===== config.mk =====
export PLATFORM = sky130hd
export DESIGN_NAME = humidity_temperature_frame_decoder_unit
export DESIGN_NICKNAME = d
export VERILOG_FILES = /design/src/rtl/htfd_pkg.sv /design/src/rtl/humidity_temperature_frame_decoder_unit.sv /design/src/rtl/htfd_frame_ctrl.sv /design/src/rtl/htfd_scale.sv
export SDC_FILE = /design/constraint.sdc
export NUM_CORES = 1
export LEC_CHECK = 0
export ABC_CLOCK_PERIOD_IN_PS = 25700
export BUFFER_PORTS_ARGS = -buffer_cell sky130_fd_sc_hd__buf_2
export CAP_MARGIN = 20
export CELL_PAD_IN_SITES_DETAIL_PLACEMENT = 1
export CELL_PAD_IN_SITES_GLOBAL_PLACEMENT = 2
export CORE_ASPECT_RATIO = 2
export CORE_MARGIN = 1.5
export CORE_UTILIZATION = 45
export DETAILED_ROUTE_END_ITERATION = 6
export PLACE_DENSITY_LB_ADDON = 0.1
export SYNTH_ARGS = -nofsm -noshare
export SYNTH_HDL_FRONTEND = slang
export SYNTH_HIERARCHICAL = 1
export SYNTH_SLANG_ARGS = --single-unit

===== constraint.sdc =====
create_clock -name clk_i -period 25.7 [get_ports clk_i]
set_clock_uncertainty 0.2 [all_clocks]
set_input_delay 6.425 -clock clk_i [delete_from_list [all_inputs] [get_ports clk_i]]
set_output_delay 6.425 -clock clk_i [all_outputs]
set_load 0.05 [all_outputs]

===== src/rtl/htfd_pkg.sv =====
// Package for the humidity/temperature frame decoder.
// Holds the frame constants, the status codes, the shared frame struct and the CRC-8 step.
// No dependencies.
package htfd_pkg;

  // CRC-8 settings: polynomial x^8 + x^5 + x^4 + 1, preset to all ones.
  localparam logic [7:0] CrcInit = 8'hFF;
  localparam logic [7:0] CrcPoly = 8'h31;

  // Position of the humidity CRC byte, the last byte of a frame.
  localparam logic [2:0] PosLast = 3'd5;

  // Scaling constants, in hundredths, and the full-scale tick count.
  localparam logic [14:0] TempSpan   = 15'd17500;
  localparam logic [15:0] TempOffset = 16'd4500;
  localparam logic [14:0] HumSpan    = 15'd12500;
  localparam logic [14:0] HumOffset  = 15'd600;
  localparam logic [14:0] HumTop     = 15'd10600;
  localparam logic [13:0] HumMax     = 14'd10000;
  localparam logic [16:0] TicksFull  = 17'd65535;

  // Result status codes.
  typedef enum logic [1:0] {
    StatusOk      = 2'd0,
    StatusTempCrc = 2'd1,
    StatusHumCrc  = 2'd2
  } status_e;

  // Frame tracker view, handed to the scaler and the output stage.
  typedef struct packed {
    logic        last_next;   // the next byte without a start flag closes a frame
    logic        done;        // this request closes a frame
    status_e     status;      // CRC verdict of the closing frame
    logic [15:0] temp_ticks;  // stored temperature word
    logic [15:0] hum_ticks;   // stored humidity word
  } frame_t;

  // One byte of CRC-8, MSB first.
  function automatic logic [7:0] crc8_byte(input logic [7:0] crc, input logic [7:0] data);
    logic [7:0] c;
    c = crc ^ data;
    for (int k = 0; k < 8; k++) begin
      if (c[7]) begin
        c = {c[6:0], 1'b0} ^ CrcPoly;
      end else begin
        c = {c[6:0], 1'b0};
      end
    end
    return c;
  endfunction

endpackage


===== src/rtl/humidity_temperature_frame_decoder_unit.sv =====
// Top level of the humidity/temperature frame decoder.
// Depends on htfd_pkg, htfd_frame_ctrl and htfd_scale.
//
// Usage:
// The slave stream carries one frame byte per request: temperature MSB, LSB
// and CRC, then humidity MSB, LSB and CRC. tuser marks the first byte of a
// frame and resynchronizes the tracker; a partial frame is dropped silently.
// After the sixth byte one result request appears on the master stream with
// a status (ok, temperature CRC error, humidity CRC error) and the converted
// temperature and humidity in hundredths; both values are zero on error.
// Latency: the result is valid in the cycle after the sixth byte is taken.
// Throughput: one byte per cycle outside a stall, set by the combinational
// CRC step and the constant-multiply conversion between the state and result
// registers. When the receiver stalls, the result register holds and bytes keep
// being taken until the next one would close a frame; that byte waits for the
// result register to drain.
// Reset clears the byte position, the CRC preset and the result valid flag.
module humidity_temperature_frame_decoder_unit (
  input  logic        clk_i,
  input  logic        rst_ni,
  input  logic        s_axis_tvalid_i,
  output logic        s_axis_tready_o,
  input  logic [7:0]  s_axis_tdata_i,   // [7:0] rx_byte
  input  logic        s_axis_tuser_i,   // [0] frame_start
  output logic        m_axis_tvalid_o,
  input  logic        m_axis_tready_i,
  output logic [31:0] m_axis_tdata_o    // [1:0] status, [16:2] temperature_centi,
                                        // [30:17] humidity_centi, [31] zero
);
  import htfd_pkg::*;

  frame_t             frame;
  logic               s_accept;
  logic               out_free;
  logic signed [14:0] temp_centi;
  logic [13:0]        hum_centi;

  logic               out_valid_q, out_valid_d;
  status_e            status_q, status_d;
  logic signed [14:0] temp_q, temp_d;
  logic [13:0]        hum_q, hum_d;

  // Bytes flow unless the next one closes a frame while a result is stuck.
  assign out_free        = !out_valid_q || m_axis_tready_i;
  assign s_axis_tready_o = out_free || !frame.last_next;
  assign s_accept        = s_axis_tvalid_i && s_axis_tready_o;

  htfd_frame_ctrl u_frame_ctrl (
    .clk_i         (clk_i),
    .rst_ni        (rst_ni),
    .accept_i      (s_accept),
    .rx_byte_i     (s_axis_tdata_i),
    .frame_start_i (s_axis_tuser_i),
    .frame_o       (frame)
  );

  htfd_scale u_scale (
    .frame_i             (frame),
    .temperature_centi_o (temp_centi),
    .humidity_centi_o    (hum_centi)
  );

  // Result register load; values are zeroed on a CRC error.
  always_comb begin
    out_valid_d = out_valid_q && !m_axis_tready_i;
    status_d    = status_q;
    temp_d      = temp_q;
    hum_d       = hum_q;
    if (frame.done) begin
      out_valid_d = 1'b1;
      status_d    = frame.status;
      temp_d      = (frame.status == StatusOk) ? temp_centi : 15'sd0;
      hum_d       = (frame.status == StatusOk) ? hum_centi : 14'd0;
    end
  end

  // Valid flag with reset.
  always_ff @(posedge clk_i or negedge rst_ni) begin
    if (!rst_ni) begin
      out_valid_q <= 1'b0;
    end else begin
      out_valid_q <= out_valid_d;
    end
  end

  // Result payload.
  always_ff @(posedge clk_i) begin
    status_q <= status_d;
    temp_q   <= temp_d;
    hum_q    <= hum_d;
  end

  assign m_axis_tvalid_o = out_valid_q;
  assign m_axis_tdata_o  = {1'b0, hum_q, temp_q, status_q};

  // A frame close always leaves a result in the register.
  assert property (@(posedge clk_i) disable iff (!rst_ni)
    (s_accept && frame.done) |=> out_valid_q)
    else $error("closed frame produced no result");

  // A frame never closes while an untaken result is held.
  assert property (@(posedge clk_i) disable iff (!rst_ni)
    (out_valid_q && !m_axis_tready_i) |-> !frame.done)
    else $error("result overwritten while stalled");

  // Error results carry zero values.
  assert property (@(posedge clk_i) disable iff (!rst_ni)
    (out_valid_q && (status_q != StatusOk)) |-> ((temp_q == 15'sd0) && (hum_q == 14'd0)))
    else $error("error result with nonzero values");

  // Humidity stays clamped.
  assert property (@(posedge clk_i) disable iff (!rst_ni)
    out_valid_q |-> (hum_q <= HumMax))
    else $error("humidity above full scale");

endmodule


===== src/rtl/htfd_frame_ctrl.sv =====
// Frame tracker: byte position, running CRC and the stored measurement words.
// Depends on htfd_pkg.
module htfd_frame_ctrl (
  input  logic            clk_i,
  input  logic            rst_ni,
  input  logic            accept_i,
  input  logic [7:0]      rx_byte_i,
  input  logic            frame_start_i,
  output htfd_pkg::frame_t frame_o
);
  import htfd_pkg::*;

  logic [2:0]  pos_q, pos_d, pos_eff;
  logic [7:0]  crc_q, crc_d;
  logic [15:0] temp_ticks_q, temp_ticks_d;
  logic [7:0]  hum_hi_q, hum_hi_d;
  logic [7:0]  hum_lo_q, hum_lo_d;
  logic        temp_ok_q, temp_ok_d;
  logic        done;
  status_e     status;

  // A start flag, or an unused position, restarts the frame at byte 0.
  assign pos_eff = (frame_start_i || (pos_q > PosLast)) ? 3'd0 : pos_q;

  // Next state for one accepted byte.
  always_comb begin
    pos_d        = pos_q;
    crc_d        = crc_q;
    temp_ticks_d = temp_ticks_q;
    hum_hi_d     = hum_hi_q;
    hum_lo_d     = hum_lo_q;
    temp_ok_d    = temp_ok_q;
    done         = 1'b0;
    if (accept_i) begin
      unique case (pos_eff)
        3'd0: begin
          crc_d        = crc8_byte(CrcInit, rx_byte_i);
          temp_ticks_d = {rx_byte_i, 8'h00};
          pos_d        = 3'd1;
        end
        3'd1: begin
          crc_d        = crc8_byte(crc_q, rx_byte_i);
          temp_ticks_d = {temp_ticks_q[15:8], rx_byte_i};
          pos_d        = 3'd2;
        end
        3'd2: begin
          temp_ok_d = (crc_q == rx_byte_i);
          crc_d     = CrcInit;
          pos_d     = 3'd3;
        end
        3'd3: begin
          crc_d    = crc8_byte(CrcInit, rx_byte_i);
          hum_hi_d = rx_byte_i;
          pos_d    = 3'd4;
        end
        3'd4: begin
          crc_d    = crc8_byte(crc_q, rx_byte_i);
          hum_lo_d = rx_byte_i;
          pos_d    = PosLast;
        end
        default: begin
          crc_d = CrcInit;
          pos_d = 3'd0;
          done  = 1'b1;
        end
      endcase
    end
  end

  // The temperature check wins when both words are bad.
  always_comb begin
    priority if (!temp_ok_q) begin
      status = StatusTempCrc;
    end else if (crc_q != rx_byte_i) begin
      status = StatusHumCrc;
    end else begin
      status = StatusOk;
    end
  end

  // State registers.
  always_ff @(posedge clk_i or negedge rst_ni) begin
    if (!rst_ni) begin
      pos_q        <= 3'd0;
      crc_q        <= CrcInit;
      temp_ticks_q <= 16'h0000;
      hum_hi_q     <= 8'h00;
      hum_lo_q     <= 8'h00;
      temp_ok_q    <= 1'b0;
    end else begin
      pos_q        <= pos_d;
      crc_q        <= crc_d;
      temp_ticks_q <= temp_ticks_d;
      hum_hi_q     <= hum_hi_d;
      hum_lo_q     <= hum_lo_d;
      temp_ok_q    <= temp_ok_d;
    end
  end

  assign frame_o.last_next  = (pos_q == PosLast);
  assign frame_o.done       = done;
  assign frame_o.status     = status;
  assign frame_o.temp_ticks = temp_ticks_q;
  assign frame_o.hum_ticks  = {hum_hi_q, hum_lo_q};

endmodule


===== src/rtl/htfd_scale.sv =====
// Fixed-point conversion of the stored words to hundredths of a degree and of a percent.
// Depends on htfd_pkg.
module htfd_scale (
  input  htfd_pkg::frame_t   frame_i,
  output logic signed [14:0] temperature_centi_o,
  output logic [13:0]        humidity_centi_o
);
  import htfd_pkg::*;

  logic [30:0] temp_prod, hum_prod;
  logic [14:0] temp_q0, hum_q0, temp_quot, hum_quot;
  logic [16:0] temp_rem, hum_rem;
  logic [15:0] temp_diff;

  // Products by the span constants.
  assign temp_prod = 31'(frame_i.temp_ticks * TempSpan);
  assign hum_prod  = 31'(frame_i.hum_ticks * HumSpan);

  // Division by 65535: the quotient is p >> 16 or one more. The remainder of
  // p >> 16 against 65535 is the low half plus that estimate, below twice 65535.
  assign temp_q0   = temp_prod[30:16];
  assign hum_q0    = hum_prod[30:16];
  assign temp_rem  = {1'b0, temp_prod[15:0]} + {2'b00, temp_q0};
  assign hum_rem   = {1'b0, hum_prod[15:0]} + {2'b00, hum_q0};
  assign temp_quot = temp_q0 + 15'(temp_rem >= TicksFull);
  assign hum_quot  = hum_q0 + 15'(hum_rem >= TicksFull);

  // Temperature offset, two's complement.
  assign temp_diff           = {1'b0, temp_quot} - TempOffset;
  assign temperature_centi_o = $signed(temp_diff[14:0]);

  // Humidity offset with clamping to the 0 to 100 percent range.
  always_comb begin
    priority if (hum_quot < HumOffset) begin
      humidity_centi_o = 14'd0;
    end else if (hum_quot > HumTop) begin
      humidity_centi_o = HumMax;
    end else begin
      humidity_centi_o = 14'(hum_quot - HumOffset);
    end
  end

endmodule

# == Yosys cells after proc, flatten, opt, wreduce, memory -nomap -nowiden ==
# Index checks and enable logic that the tools add are counted.
# Widths: inputs -> output; s select.
# totals
register_bits,76
latchBits,0
mem_bits_rw,0
rom_bits,0
in_bits,13
out_inout_bits,34
memories,0
# classes
n_addsub,6
mul,2
div,0
magnitude_cmp,5
eq_ne,7
shifts,0
n_mux,96
n_bitwise,34
reduce_logical,19
# ops
cell,n
$mux 8,56
$mux 6,30
$not 3->3,30
$ge 17x16->1 const B,2
$pmux 16 s2,1
$pmux 8 s4,1
$mul 16x13->29 const B,1
$mul 16x12->28 const B,1
$add 16x14->17,1
$add 16x15->17,1
$add 14x1->15,1
$add 15x1->15,1
$gt 15x14->1 const B,1
$lt 15x10->1 const B,1
$pmux 3 s5,1
$sub 15x13->15 const B,1
$mux 14,1
$sub 14x10->14 const B,1
$eq 8x8->1,1
$ne 8x8->1,1
$not 8->8,1
$reduce_and 2->1,4
$xor 8x8->8,1
$eq 3x2->1 const B,2
other kinds (17),27

# == Logic depth before layout (Yosys ltp) ==
# logic_depth
ltp_word,33
mapped_depth,43
mapped_depth_nobuf,41

# == Hierarchy ==
# Netlist, hierarchy kept.
# modules_own_cells
module,n_inst,cells_per_inst,area_each_um2,seq_area_each_um2
htfd_scale,1,1118,9287.7,0.0
htfd_frame_ctrl,1,186,2269.7,1111.1
humidity_temperature_frame_decoder_unit,1,71,1207.4,955.9

# == Worst setup path after synthesis ==
# Ideal clock, no wire load.
# synth_timing
path_type,input-to-output
from,input port m_axis_tready_i
to,output port s_axis_tready_o
arrival_time_ns,6.893
t_required_ns,19.075
path_slack_ns,12.182
stages,1
path_cell_list,nand3b_1
# synth_via
elab_chain_len,2
# synth_rtl
item,line_no,text
start: declaration,humidity_temperature_frame_decoder_unit.sv:26,"input logic m_axis_tready_i,"
$logic_or 1x1->1,humidity_temperature_frame_decoder_unit.sv:44,assign out_free = !out_valid_q || m_axis_tready_i;
$logic_or 1x1->1,humidity_temperature_frame_decoder_unit.sv:45,assign s_axis_tready_o = out_free || !frame.last_next;
end: declaration,humidity_temperature_frame_decoder_unit.sv:22,"output logic s_axis_tready_o,"
# No other way between the ends.

# == Final worst setup path ==
# Ends and elaborated chain as after synthesis.

==> qor.yml <==
status: "complete, no violations"
timing.final.crit_share: 0.526
post_cts_resized: 0
r2r_slack_ns: 14.64
area_growth_pct: 6.74
cts.sink_count: 76
r2r.worst_path.cells: 38
final_common_cell: "ha_1"
ys_types: 93
drt-initial-drc-count: 293
synth_top_area_cell: "ha_1"
hp-start: "m_axis_tvalid_o"
synthSimpleGateAreaFrac: 0.115
cts_buffers: 9
drt-vias-per-instance: 5.70
multi_input_area_um2: 9620
path_class: "in2out"
grt_pass1_wl_um: 58400
clk_latency_ns: 0.37
synth_edf_count: 31
hold_violations: 0
synth_fp_nets: 1712
start_util: 0.455
synth_xor_area_frac: 0.0930
post-cts-setup-buffers: 0
synth_area_per_cell_um2: 9.28
slew_viol_final: 0
hpwlAfterDp_um: 31000
io_pins: 47
path_clk_slew_ns: 0.07
netlist_instances: 1375
dieArea_um2: 29400
clockBufferDepth: 2
worstPathArrival_ns: 6.90
ys_seq_area_frac: 0.162
cp-end-kind: "primary output"
overflow: 0
synth_top_family_by_area: "adder cells"
ant_nets: 0
worstReg2RegEnd: "hum_q[1]"
worst_pin_slew_ns: 0.923
core_area_um2: 28100
async_flop_share: 0.592
syn_area_um2: 12800
regArea_um2: 2070
gp_congestion: 0.872
rsz0062_at_grt: "no"
final_util: 0.485
synth_area_leaders: "ha_1, fa_1, edfxtp_1"
muxShareOfSynthArea: 0.0251
nNetsFinal: 1741
cts_tree: "done"
cts_hold_repair.buffers: 0
synth_fa_ha_area_frac: 0.366
ys_ff_latch: 76
rr_startpoint: "u_frame_ctrl/hum_lo_q[3]"
diodes: 0
startpoint_type: "primary input"
layout_min_cycle_time_ns: 13.52
antenna_found_initial: 0
row_count: 87
placed_cells: 1747
synth_compound_area_frac: 0.154
grt_pass1_vias: 11200
ys.flop_type: "dfrtp_1"
cts-root-buf: "clkbuf_16"
final.fill_count: 3295
cp_max_fo: 2
io_buffer_count: 45
wirelength_um: 36400
hold_path_class: "reg2reg"
required_ns: 19.08
hold_end: "m_axis_tvalid_o"
wl_per_cell_um: 20.6
grt_max_degree: 46
synth_top_cell_area_share: 0.236
hold_depth: 1
fmaxAchievable_mhz: 73.9
layout.cells.non_filler: 1765
die-height_um: 241
drv_cap: 0
vias: 10100
layout-drive-gt1-share: 0.0823
mostFrequentLayoutCells: "ha_1, inv_1, fa_1"
first_pass_iters: 6
htreeDepth: 3
die_w_um: 122
grtUsageTotal: 0.262
drc: 0
setup_violations: 0
yosys_warnings: 6
max-slew-margin-rel: 0.379
tns_ns: 0
==> layer usage <==
layer,track usage,part of all wire,vias up
met3,0.0215,0.012,77
met1,0.229,0.33,5054
met4,0.123,0.051,0
met2,0.567,0.61,107
li1,-,-,4822
met5,0,0,-
==> how the worst max path moves through the flow <==
stage	start	to	slack, ns	cells past startpoint
2_1_floorplan	m_axis_tready_i	s_axis_tready_o	12.18	1
3_3_place_gp	m_axis_tready_i	s_axis_tready_o	12.18	3
3_5_place_dp	m_axis_tready_i	s_axis_tready_o	12.17	3
4_1_cts	m_axis_tready_i	s_axis_tready_o	12.17	3
5_1_grt	m_axis_tready_i	s_axis_tready_o	12.15	3
6_report	m_axis_tready_i	s_axis_tready_o	12.18	3
==> flip-flops by register name (all words and copies together) (netlist names) <==
signal                     flops
u_frame_ctrl/temp_ticks_q     16
status_q                       2
u_frame_ctrl/hum_hi_q          8
u_frame_ctrl/crc_q             8
u_frame_ctrl/temp_ok_q         1
hum_q                         14
temp_q                        15
u_frame_ctrl/hum_lo_q          8
u_frame_ctrl/pos_q             3
m_axis_tvalid_o                1
==> logic make-up after synthesis <==
family	Yosys count
flops	76
other cells	1
mux	29
simple gates	266
fa+ha+maj	324
buf+inv	272
xor+xnor	125
compound gates	282
==> synth_stat cells, types with 11 or more instances <==
master      n
mux2_1     23
o21a_1     20
nor2_1     40
fa_1       83
nand2_1    55
nand4_1    19
o21ai_0    42
and2_1     37
nand3_1    21
a21oi_1    63
inv_1     237
xnor2_1    78
buf_2      11
dfrtp_1    37
ha_1      241
xor2_1     38
edfxtp_1   31
a21o_1     29
nor3_1     18
==> area by class of cell <==
cell class | count | share of cell area
clock inverter | 7 | 0.00560
inverter | 241 | 0.0664
tap | 356 | 0.0327
timing repair buffer | 49 | 0.0208
multi-input combinational | 1027 | 0.706
sequential | 76 | 0.152
clock buffer | 9 | 0.0165
==> critical path, stage by stage <==
cell	delay [ns]
buf_2	0.10
nand3b_1	0.15
buf_2	0.22
==> stage by stage <==
| step | hold slack [ns] | setup WS [ns] | cell area (µm²) |
|---|---|---|---|
| 6_report | 0.312 | 12.18 | 13600 |
| 5_1_grt | 0.346 | 12.15 | 13600 |
| 4_1_cts | 0.314 | 12.17 | 13600 |
| 3_5_place_dp | 0.296 | 12.17 | 13300 |
| 3_3_place_gp | 0.286 | 12.18 | 13300 |
| 2_1_floorplan | 0.292 | 12.18 | 12800 |
Power is not shown: default switching activity piles up to over one toggle a cycle in this logic, so the estimate is an artifact.
